<file path="src/hw/rtl/pva_pkg.sv">
`timescale 1ns / 1ps
package pva_pkg;

   localparam int CORDIC_STAGES   = 16;
   localparam int ANGLE_FRAC_BITS = 6;
   localparam int MAX_STAGES      = 24;
   localparam int NSTAGE          = (CORDIC_STAGES > MAX_STAGES) ? MAX_STAGES : CORDIC_STAGES;
   localparam int GUARD_BITS      = 10;

   // one turn is 45 * 2^SH angle codes
   localparam int SH    = 3 + ANGLE_FRAC_BITS;
   localparam int FULL  = 45 << SH;
   localparam int RW    = $clog2(FULL);
   localparam int TW    = 32 - SH;
   localparam int RND   = 22;

   localparam int XW    = 30;
   localparam int VW    = 32;
   localparam int ZW    = 34;

   localparam logic [30:0] INV_GAIN2 = 31'd1583795506;

   localparam logic [31:0] ATAN_TURN [0:24] = '{
      32'd536870912, 32'd316933406, 32'd167458907, 32'd85004756, 32'd42667331,
      32'd21354465, 32'd10679838, 32'd5340245, 32'd2670163, 32'd1335087,
      32'd667544, 32'd333772, 32'd166886, 32'd83443, 32'd41722,
      32'd20861, 32'd10430, 32'd5215, 32'd2608, 32'd1304,
      32'd652, 32'd326, 32'd163, 32'd81, 32'd41
   };

   typedef logic [TW-1:0] frac_tab_type [0:44];

   function automatic frac_tab_type make_frac_tab();
      frac_tab_type tab;
      for (int e = 0; e < 45; e++) begin
         tab[e] = TW'(((64'(e) << TW) + 64'(RND)) / 64'd45);
      end
      return tab;
   endfunction

endpackage

</file>
<file path="src/hw/rtl/pva_rotate.sv">
`timescale 1ns / 1ps
module pva_rotate (
   input  logic                          clock,
   input  logic                          reset,
   input  logic                          en,
   input  logic                          in_valid,
   input  logic [15:0]                   mag,
   input  logic [31:0]                   turn,
   output logic                          out_valid,
   output logic signed [pva_pkg::XW-1:0] x,
   output logic signed [pva_pkg::XW-1:0] y
);
   import pva_pkg::*;

   logic [NSTAGE:0]        v_ff;
   logic signed [XW-1:0]   x_ff [0:NSTAGE];
   logic signed [XW-1:0]   y_ff [0:NSTAGE];
   logic signed [ZW-1:0]   z_ff [0:NSTAGE];

   logic signed [XW-1:0]   m;
   logic signed [ZW-1:0]   z;
   logic signed [XW-1:0]   x0_in;
   logic signed [ZW-1:0]   z0_in;

   always_comb begin
      m = XW'({mag, {GUARD_BITS{1'b0}}});
      z = ZW'(signed'(turn));
      if (z > ZW'(64'sd1073741824)) begin
         x0_in = -m;
         z0_in = z - ZW'(64'sd2147483648);
      end else if (z < -ZW'(64'sd1073741824)) begin
         x0_in = -m;
         z0_in = z + ZW'(64'sd2147483648);
      end else begin
         x0_in = m;
         z0_in = z;
      end
   end

   always_ff @(posedge clock) begin
      if (reset) begin
         v_ff <= '0;
      end else if (en) begin
         v_ff <= {v_ff[NSTAGE-1:0], in_valid};
      end
   end

   always_ff @(posedge clock) begin
      if (en) begin
         x_ff[0] <= x0_in;
         y_ff[0] <= '0;
         z_ff[0] <= z0_in;
      end
   end

   for (genvar i = 0; i < NSTAGE; i++) begin : g_stage
      logic signed [XW-1:0] dx, dy;
      logic signed [ZW-1:0] at;
      assign dx = y_ff[i] >>> i;
      assign dy = x_ff[i] >>> i;
      assign at = ZW'(ATAN_TURN[i]);
      always_ff @(posedge clock) begin
         if (en) begin
            if (z_ff[i] >= 0) begin
               x_ff[i+1] <= x_ff[i] - dx;
               y_ff[i+1] <= y_ff[i] + dy;
               z_ff[i+1] <= z_ff[i] - at;
            end else begin
               x_ff[i+1] <= x_ff[i] + dx;
               y_ff[i+1] <= y_ff[i] - dy;
               z_ff[i+1] <= z_ff[i] + at;
            end
         end
      end
   end

   assign out_valid = v_ff[NSTAGE];
   assign x         = x_ff[NSTAGE];
   assign y         = y_ff[NSTAGE];

endmodule

</file>
<file path="config.mk">
export PLATFORM = sky130hd
export DESIGN_NAME = pva_rotate
export DESIGN_NICKNAME = d
export VERILOG_FILES = /design/src/hw/rtl/pva_pkg.sv /design/src/hw/rtl/pva_rotate.sv
export SDC_FILE = /design/constraint.sdc
export NUM_CORES = 2
export LEC_CHECK = 0
export BUFFER_PORTS_ARGS = -buffer_cell sky130_fd_sc_hd__buf_4
export CAP_MARGIN = 30
export CORE_ASPECT_RATIO = 1.5
export CORE_UTILIZATION = 35
export CTS_CLUSTER_SIZE = 14
export DETAILED_ROUTE_END_ITERATION = 16
export PLACE_DENSITY = 0.6
export SLEW_MARGIN = 20
export SYNTH_ARGS = -nofsm -noshare
export SYNTH_HDL_FRONTEND = slang
export SYNTH_SLANG_ARGS = --single-unit
</file>
<file path="constraint.sdc">
create_clock -name clock -period 8.5 [get_ports clock]
set_input_delay 0.85 -clock clock [delete_from_list [all_inputs] [get_ports clock]]
set_output_delay 0.85 -clock clock [all_outputs]
set_load 0.02 [all_outputs]
</file>
==> flow_summary.toml <==
[worst_setup_path]
crit_path_start_kind = "flip-flop"
r2r-start = "z_ff[8][33]"
setup.worst_path.start = "z_ff[8][33]"
arrival_ns = 6.29
end_kind = "flip-flop"
path_class = "reg2reg"
worst_r2r_endpoint = "y_ff[9][29]"
r2r_slack_ns = 2.76
cp-endpoint = "y_ff[9][29]"
required_ns = 9.06
rr_worst_depth = 16
path_max_fanout = 36

[logic_synthesis]
yosysUniqueCellTypes = 108
netlist_area_um2 = 118500
synth_top_area_frac = 0.3609
synth_edf_count = 1424
synth.largest_area_cell = "edfxtp_1"
syn_avg_cell_area_um2 = 9.506
synthArstFlopShare = 0
yosys_warnings = 0
yosysSeqAreaShare = 0.3638
netlist_instances = 12470
synth_nets = 13730
synthFlopType = "edfxtp_1"
synth-seq-cells = 1441
ys_top_cells_by_area = "edfxtp_1 36%, ha_1 12%, xnor2_1 8.5%"

[floorplanning]
die_y_um = 714.6
rows = 261
initial_core_util = 0.3519
core_um2 = 336700
die_x_um = 477.1
pin_count = 113
die-area_um2 = 340900

[placed_design]
globalplace.congestion = 0.9481
numPortBuffers = 112
post-place-cells = 16800
hpwl_um = 264100
dp_slack_ns = 1.793

[timing]
fin_crit_sh = 0.6750
fin_setup_tns_ns = 0
worst_slack_ns = 2.763
finalSetupViolCount = 0
rsz0062_at_grt = "no"
hold_violations = 0
worst_pin_slew_ns = 1.099
fmax_mhz = 174.3
fin_crit_ns = 5.737
slew_violations = 0
clock_skew_ns = 0.09625
slew_headroom = 0.2607

[hold_path]
hp-class = "in2reg"

[drt]
first_iter_violations = 4017
finalWirelength_um = 326200
drc = 0
vias = 92220
drt_first_pass_iters = 6
post_drt_via_cell_ratio = 5.390
ant_nets = 0
avgRoutedWirePerCell_um = 19.06

[clock_network]
clockRootBuffer = "clkbuf_16"
clkSinkCount = 1441
hold_buffers = 0
cts_made_buffers = 169
clkTransAtPathRegs_ns = 0.06
cts-resized-gates = 0
cts_tree = "built"
h-tree-depth = 4
cts.path.max_buffers = 4
clock_latency_ns = 0.88
cts_setup_buffers = 0

[global_routing]
antenna_found_initial = 12
grt_pass1_wl_um = 500300
grt_usage = 0.1852
overflow = 0
grt_max_degree = 81
grt_pass1_vias = 92740

[layout]
layout.nets = 13760
stdcell_count = 17110
drive_gt1_frac = 0.05409
fin_util = 0.3866
areaGrowthSynthToFinish_pct = 9.863

[flow_run]
maxCapViolCount = 0

[run_status]
status = "complete, no violations"
-- cell type report --
cell class / instances / area, um^2
Clock inverter: 103 / 1197
Clock buffer: 195 / 4476
Fill cell: 33420 / 206500
Inverter: 509 / 1913
Antenna cell: 10 / 25.02
Sequential cell: 1441 / 43100
Multi-Input combinational cell: 10160 / 72160
Timing Repair Buffer: 221 / 1714
Tap cell: 4471 / 5594
-- state kept, by name, summed over array words and instances (netlist names) --
signal,count
x_ff,470
z_ff,509
y_ff,445
v_ff,17
-- worst max-delay path, stage by stage (launching register included) --
cell	delay, ns
edfxtp_1	0.83
and2_2	0.75
inv_2	0.34
o21ai_0	0.42
inv_1	0.08
ha_1	0.27
nor2b_1	0.13
o21ai_0	0.20
a21boi_0	0.18
o31a_1	0.34
a2111oi_0	0.75
o31ai_1	0.28
a31oi_1	0.30
a21oi_1	0.14
a21o_1	0.20
a21oi_1	0.17
xnor2_1	0.08
-- worst min-delay path by stage --
stage | cells past startpoint | from | to
after global placement | 0 | z_ff[0][24] | z_ff[1][24]
after floorplan | 0 | z_ff[10][0] | z_ff[11][0]
after CTS | 1 | turn[5] | z_ff[0][5]
final | 1 | turn[5] | z_ff[0][5]
after detailed placement | 0 | z_ff[0][3] | z_ff[1][3]
after global routing | 1 | turn[3] | z_ff[0][3]
-- cells in the mapped netlist (all sizes together) (30+ instances only) --
cell    instances
inv           506
o21ai         738
a41oi          32
nor4           86
or2            50
o31ai         105
a31o           44
nand2         776
or4            39
o211ai         45
nand4          77
o22ai          41
a31oi         125
edfxtp       1424
o21bai        127
mux2i          74
or3            86
ha           1177
xnor2        1152
nor3          318
and3          109
nor2          954
a21oi        1234
clkbuf        265
a211o          30
fa             34
a21boi         58
nand3         221
buf            92
nand2b        199
a211oi        100
mux2           44
xor2          618
o21a          160
and2           67
a21o          563
nor2b         180
o41ai          72
-- per-layer routing --
| metal | track usage | vias up | share of wire |
|---|---|---|---|
| li1 | - | 46300 | - |
| met1 | 0.1461 | 43290 | 0.31 |
| met2 | 0.3889 | 1633 | 0.57 |
| met3 | 0.01995 | 992 | 0.024 |
| met4 | 0.1579 | 6 | 0.096 |
| met5 | 0 | - | 0.00010 |
-- logic make-up after synthesis --
kind of cell / count (synthesis) / synth area share
fa+ha+maj: 1222 / 0.1310
xor+xnor: 1771 / 0.1310
mux: 118 / 0.01043
simple gates: 3279 / 0.1335
flops: 1441 / 0.3638
buf+inv: 866 / 0.02791
compound gates: 3768 / 0.2024
-- cell usage in the layout (no fill, tap or decap), drive strengths merged, types with 180 or more instances in the layout --
cell    netlist  layout
clkbuf      265     195
a21o        563     563
buf          92     221
inv         506     513
nand2       776     776
nand2b      199     199
o21ai       738     738
xor2        618     618
ha         1177    1177
a21oi      1234    1234
nor2        954     954
xnor2      1152    1152
nor2b       180     180
nand3       221     221
nor3        318     318
edfxtp     1424    1424
-- through the flow --
step                      cell area, um^2  hold slack, ns
after floorplan                    118500          0.4003
after global placement             124300          0.4009
after detailed placement           124400          0.4045
after CTS                          130100          0.1150
after global routing               130200          0.1309
final                              130200          0.1872
Power is not shown: default switching activity piles up to over one toggle a cycle in this logic, so the estimate is an artifact.
