==> config.mk <==
export PLATFORM = sky130hd
export DESIGN_NAME = pva_turn
export DESIGN_NICKNAME = d
export VERILOG_FILES = /design/src/hw/rtl/pva_pkg.sv /design/src/hw/rtl/pva_turn.sv
export SDC_FILE = /design/constraint.sdc
export NUM_CORES = 1
export LEC_CHECK = 0
export BUFFER_PORTS_ARGS = -buffer_cell sky130_fd_sc_hd__buf_2
export CAP_MARGIN = 0
export CORE_UTILIZATION = 50
export DETAILED_ROUTE_END_ITERATION = 10
export GPL_TIMING_DRIVEN = 0
export HOLD_SLACK_MARGIN = 0.1
export PLACE_DENSITY = 0.76
export SLEW_MARGIN = 10
export SYNTH_ARGS = -nofsm -noshare
export SYNTH_HDL_FRONTEND = slang
export SYNTH_SLANG_ARGS = --single-unit
==> constraint.sdc <==
create_clock -name clock -period 9.35 [get_ports clock]
set_clock_uncertainty 0.1 [all_clocks]
set_input_delay 0 -clock clock [delete_from_list [all_inputs] [get_ports clock]]
set_output_delay 0 -clock clock [all_outputs]
set_load 0.01 [all_outputs]
==> src/hw/rtl/pva_pkg.sv <==
`timescale 1ns / 1ps
package pva_pkg;

   localparam int CORDIC_STAGES   = 16;
   localparam int ANGLE_FRAC_BITS = 6;
   localparam int MAX_STAGES      = 24;
   localparam int NSTAGE          = (CORDIC_STAGES > MAX_STAGES) ? MAX_STAGES : CORDIC_STAGES;
   localparam int GUARD_BITS      = 10;

   // one turn is 45 * 2^SH angle codes
   localparam int SH    = 3 + ANGLE_FRAC_BITS;
   localparam int FULL  = 45 << SH;
   localparam int RW    = $clog2(FULL);
   localparam int TW    = 32 - SH;
   localparam int RND   = 22;

   localparam int XW    = 30;
   localparam int VW    = 32;
   localparam int ZW    = 34;

   localparam logic [30:0] INV_GAIN2 = 31'd1583795506;

   localparam logic [31:0] ATAN_TURN [0:24] = '{
      32'd536870912, 32'd316933406, 32'd167458907, 32'd85004756, 32'd42667331,
      32'd21354465, 32'd10679838, 32'd5340245, 32'd2670163, 32'd1335087,
      32'd667544, 32'd333772, 32'd166886, 32'd83443, 32'd41722,
      32'd20861, 32'd10430, 32'd5215, 32'd2608, 32'd1304,
      32'd652, 32'd326, 32'd163, 32'd81, 32'd41
   };

   typedef logic [TW-1:0] frac_tab_type [0:44];

   function automatic frac_tab_type make_frac_tab();
      frac_tab_type tab;
      for (int e = 0; e < 45; e++) begin
         tab[e] = TW'(((64'(e) << TW) + 64'(RND)) / 64'd45);
      end
      return tab;
   endfunction

endpackage

==> src/hw/rtl/pva_turn.sv <==
`timescale 1ns / 1ps
module pva_turn (
   input  logic               clock,
   input  logic               reset,
   input  logic               en,
   input  logic               in_valid,
   input  logic signed [15:0] ang,
   output logic               out_valid,
   output logic [31:0]        turn
);
   import pva_pkg::*;

   localparam int RSA = 24;
   localparam logic [23:0] RA = 24'((64'd1 << RSA) / FULL);
   localparam int OFFM = 32768 % FULL;
   localparam int RSB = RW + 7;
   localparam logic [RSB-1:0] RB = RSB'((64'd1 << RSB) / 45);
   localparam frac_tab_type FRAC_TAB = make_frac_tab();

   logic [5:0]          v_ff, v_in;
   logic [15:0]         aoff_ff;
   logic [39:0]         pa_ff;
   logic [RW-1:0]       ra_ff, ra_in;
   logic [RW-1:0]       r_ff, r_in;
   logic [RW-1:0]       rb_ff;
   logic [RW+RSB-1:0]   pb_ff;
   logic [SH-1:0]       q_ff, q_in;
   logic [5:0]          e_ff, e_in;
   logic [31:0]         turn_ff;

   logic [15:0]         aoff;
   logic [15:0]         qa;
   logic [31:0]         ra_w;
   logic [RW:0]         r_w;
   logic [SH-1:0]       q0;
   logic [RW-1:0]       e0;

   always_comb begin
      v_in  = {v_ff[4:0], in_valid};
      aoff  = ang ^ 16'h8000;
      qa    = pa_ff[RSA +: 16];
      ra_w  = 32'(aoff_ff) - 32'(32'(qa) * 32'(FULL));
      ra_in = (ra_w >= 32'(FULL)) ? RW'(ra_w - 32'(FULL)) : RW'(ra_w);
      r_w   = (ra_ff >= RW'(OFFM)) ? ((RW+1)'(ra_ff) - (RW+1)'(OFFM))
                                   : ((RW+1)'(ra_ff) + (RW+1)'(FULL - OFFM));
      r_in  = RW'(r_w);
      q0    = pb_ff[RSB +: SH];
      e0    = rb_ff - RW'(RW'(q0) * RW'(45));
      if (e0 >= RW'(45)) begin
         q_in = q0 + SH'(1);
         e_in = 6'(e0 - RW'(45));
      end else begin
         q_in = q0;
         e_in = 6'(e0);
      end
   end

   always_ff @(posedge clock) begin
      if (reset) begin
         v_ff <= '0;
      end else if (en) begin
         v_ff <= v_in;
      end
   end

   always_ff @(posedge clock) begin
      if (en) begin
         aoff_ff <= aoff;
         pa_ff   <= 40'(aoff) * 40'(RA);
         ra_ff   <= ra_in;
         r_ff    <= r_in;
         rb_ff   <= r_ff;
         pb_ff   <= (RW+RSB)'(r_ff) * (RW+RSB)'(RB);
         q_ff    <= q_in;
         e_ff    <= e_in;
         turn_ff <= {q_ff, FRAC_TAB[e_ff]};
      end
   end

   assign out_valid = v_ff[5];
   assign turn      = turn_ff;

endmodule

==> metrics.md <==
| Metric | Value |
|---|---|
| Status | finished, final reports clean |
| Die Span Y | 159 um |
| # Max-Cap Violations | 0 |
| Die Width | 159 um |
| Post-Synth XOR/XNOR Area | 0.0406 |
| Register clock-pin slew on the reported worst setup and hold paths | 0.06 ns |
| Drt wl/cell | 15.0 um |
| Pre-antenna DRT Iters | 5 |
| Post-synthesis mux area share | 0.0258 |
| Global-route wire length before repair | 40200 um |
| Crit path arrival time | 5.98 ns |
| Number of flops mapped to enable cells by yosys | 113 |
| Cell Count, Final, Fillers Out | 1550 |
| Cell repeated most along the worst path | fa_1 |
| Max Slew Vio Count | 0 |
| Most frequent cells in the layout | inv_1, ha_1, fa_1, edfxtp_1, buf_2 |
| Clock Latency Late Sink | 0.42 ns |
| Synthesized area | 12300 um^2 |
| Clock H-tree levels | 4 |
| Ports | 53 |
| Post-Synth Adder-Cell Area | 0.421 |
| Fmax | 169 MHz |
| # resized after CTS | 0 |
| Maximum number of pins on one net before global-route repair | 61 |
| CTS tree | built |
| IO Port Bufs | 52 |
| Register area | 3510 um^2 |
| Synth top area share | 0.276 |
| Post-DP Area | 13000 um^2 |
| Diode count | 0 |
| FF-to-FF Start | r_ff[5]$_DFFE_PP_ |
| Min-Delay Path Depth | 2 |
| Drt initial violations | 302 |
| RSZ-0062 raised after global routing | false |
| Slowest cell on crit path | edfxtp_1 |
| Top_reg_cell synth | edfxtp_1 |
| Final instance area | 13700 um^2 |
| Slew at the pin closest to its max-slew limit | 0.848 ns |
| Crit path cell chain | ha_1, fa_1, ha_1, fa_1, fa_1, inv_1, fa_1, inv_1, ha_1, a21oi_1, nor2b_1, o21ai_0, nand2_1, o31ai_1, a31oi_1, a21o_1, a21oi_1, xnor2_1 |
| Root buf cell | clkbuf_16 |
| Final Hold Vio Count | 0 |
| Placeable Area | 24200 um^2 |
| Critical Path Source | r_ff[5]$_DFFE_PP_ |
| Area leader, netlist | edfxtp_1 |
| Min-delay worst type | in -> reg |
| Leading cell type in the layout, fill and taps excluded | inv_1 |
| Routed Antenna Nets | 0 |
| Vias in the first global route | 8710 |
| Synth cell types | 60 |
| Routed WL | 23300 um |
| Simple-Gate Fraction of Synth Area | 0.0594 |
| Area growth syn-to-layout | 11.7% |
| Crit path max fanout | 5 |
| Initial antenna violation count | 0 |
| Final GP Congestion | 0.903 |
| Row Count | 57 |
| Worst slew margin | 0.427 |
| Fill count | 1965 |
| Synth async-reset ratio | 0 |
| Crit-path max cell delay | 0.57 ns |
| Routed via count | 8134 |
| Cts bufs inserted | 17 |
| Area fraction in compound gates after synthesis | 0.0856 |
| Final setup viols | 0 |
| Final nets | 1579 |
| Mapped Nets | 1488 |
| Deepest clock path buffer count | 2 |
| Flop2flop setup slack | 3.44 ns |
| Hpwl dp | 18800 um |
| CP Data Required Time | 9.42 ns |
| Register-to-Register Path Depth | 18 |
| Reg-to-Reg End | pb_ff[30]$_DFFE_PP_ |
| FF+latch count, synth | 119 |
| Post-synthesis sequential area ratio | 0.286 |
| CP endpoint kind | register |
| TritonCTS Sinks | 119 |
| Post-Place Cells | 1499 |
| Fin crit share | 0.632 |
| Synth Instances | 1122 |
| Drt via density | 5.25 |
| Crit path capture | pb_ff[30]$_DFFE_PP_ |
| CP Class | reg -> reg |
| Initial core utilization | 0.508 |
| Yosys warns | 0 |
| Minimum clock period | 5.91 ns |
| Multi-input gate area | 7770 um^2 |
| Aggregate global routing overflow | 0 |
| Largest family of logic cells by synthesized area | adder cells |
| Startpoint type of the worst setup path | register |
| DRC | 0 |
| Setup tns final | 0 ns |
| Synth area leaders | edfxtp_1, ha_1, fa_1 |
| Gr usage total | 0.200 |
| Avg Inst Size Synth | 11.0 um^2 |
| Die area | 25200 um^2 |
| Share of layout cells above drive strength 1 | 0.0889 |
stage by stage:
| stage | util | hold WS [ns] | setup slack (ns) |
|---|---|---|---|
| 2_1_floorplan | - | -0.0276 | 4.17 |
| 3_3_place_gp | 0.536 | 0.143 | 3.48 |
| 3_5_place_dp | 0.537 | 0.145 | 3.41 |
| 4_1_cts | 0.568 | 0.235 | 3.38 |
| 5_1_grt | 0.568 | 0.251 | 3.20 |
| 6_report | 0.568 | 0.256 | 3.44 |
critical path, delay by kind of cell (launching register included):
family	cells	cell delay (ns)
AOI/OAI and AO/OA	6	1.46
adders and majority gates	7	3.16
buffers and inverters	2	0.11
and+or+nand+nor	2	0.16
xor gates and xnor gates	1	0.08
DFF	1	0.57
sequential cells by signal, indices dropped and copies added, names as in the netlist:
signal and count:
r_ff 15, rb_ff 15, turn 26, q_ff 9, pa_ff 2, e_ff 6
v_ff 6, ra_ff 15, pb_ff 9, aoff_ff 16
final cells by class:
type / instances / area share
tap: 324 / 0.0295
inverter: 238 / 0.0651
buffer: 20 / 0.00766
clock inverter: 15 / 0.00921
sequential: 119 / 0.256
timing repair buffer: 72 / 0.0353
clock buffer: 17 / 0.0310
multi-input combinational: 745 / 0.566
kinds of logic after synthesis:
family	count (synthesis)
adders and majority gates	346
buffers and inverters	258
AOI/OAI and AO/OA	166
and+or+nand+nor	149
DFF	119
xor gates and xnor gates	57
muxes	27
cells in the mapped netlist, types with 4 or more instances:
cell type,number
mux2_2,5
a21oi_1,49
o21ai_0,30
o31ai_1,6
buf_4,6
nor2b_1,7
mux2i_1,17
and3_1,4
edfxtp_1,113
o21bai_1,7
xor2_1,25
dfxtp_1,6
o22ai_1,4
and2_1,5
nor3_1,12
fa_1,113
inv_1,237
a21o_1,17
xnor2_1,32
nand4_1,7
nand2_1,47
clkbuf_1,10
o21ai_1,7
or2_2,5
ha_1,233
a31oi_1,10
nand3_1,12
nor2_1,32
a211oi_1,9
nand2b_1,8
metal layers:
metal  vias to the layer above  part of all wire  track usage
li1                       3982                 -            -
met1                      3944              0.41        0.229
met2                       167              0.52        0.370
met3                        41             0.033       0.0303
met4                         0             0.027       0.0781
met5                         -                 0            0
worst min path at each step:
| stage | from | to | slack (ns) |
|---|---|---|---|
| 6_report | ang[0] | aoff_ff[0]$_DFFE_PP_ | 0.26 |
| 3_3_place_gp | in_valid | v_ff[0]$_SDFFE_PP0P_ | 0.14 |
| 5_1_grt | ang[3] | aoff_ff[3]$_DFFE_PP_ | 0.25 |
| 2_1_floorplan | reset | v_ff[0]$_SDFFE_PP0P_ | -0.03 |
| 3_5_place_dp | ang[0] | aoff_ff[0]$_DFFE_PP_ | 0.15 |
| 4_1_cts | reset | v_ff[5]$_SDFFE_PP0P_ | 0.23 |
timing repair:
action	4_1_cts	5_1_grt
setup buffers	0	0
endpoints found under the setup margin	0	0
endpoints found under the hold margin	76	0
hold buffers	19	0
Power is not shown: default switching activity piles up to over one toggle a cycle in this logic, so the estimate is an artifact.
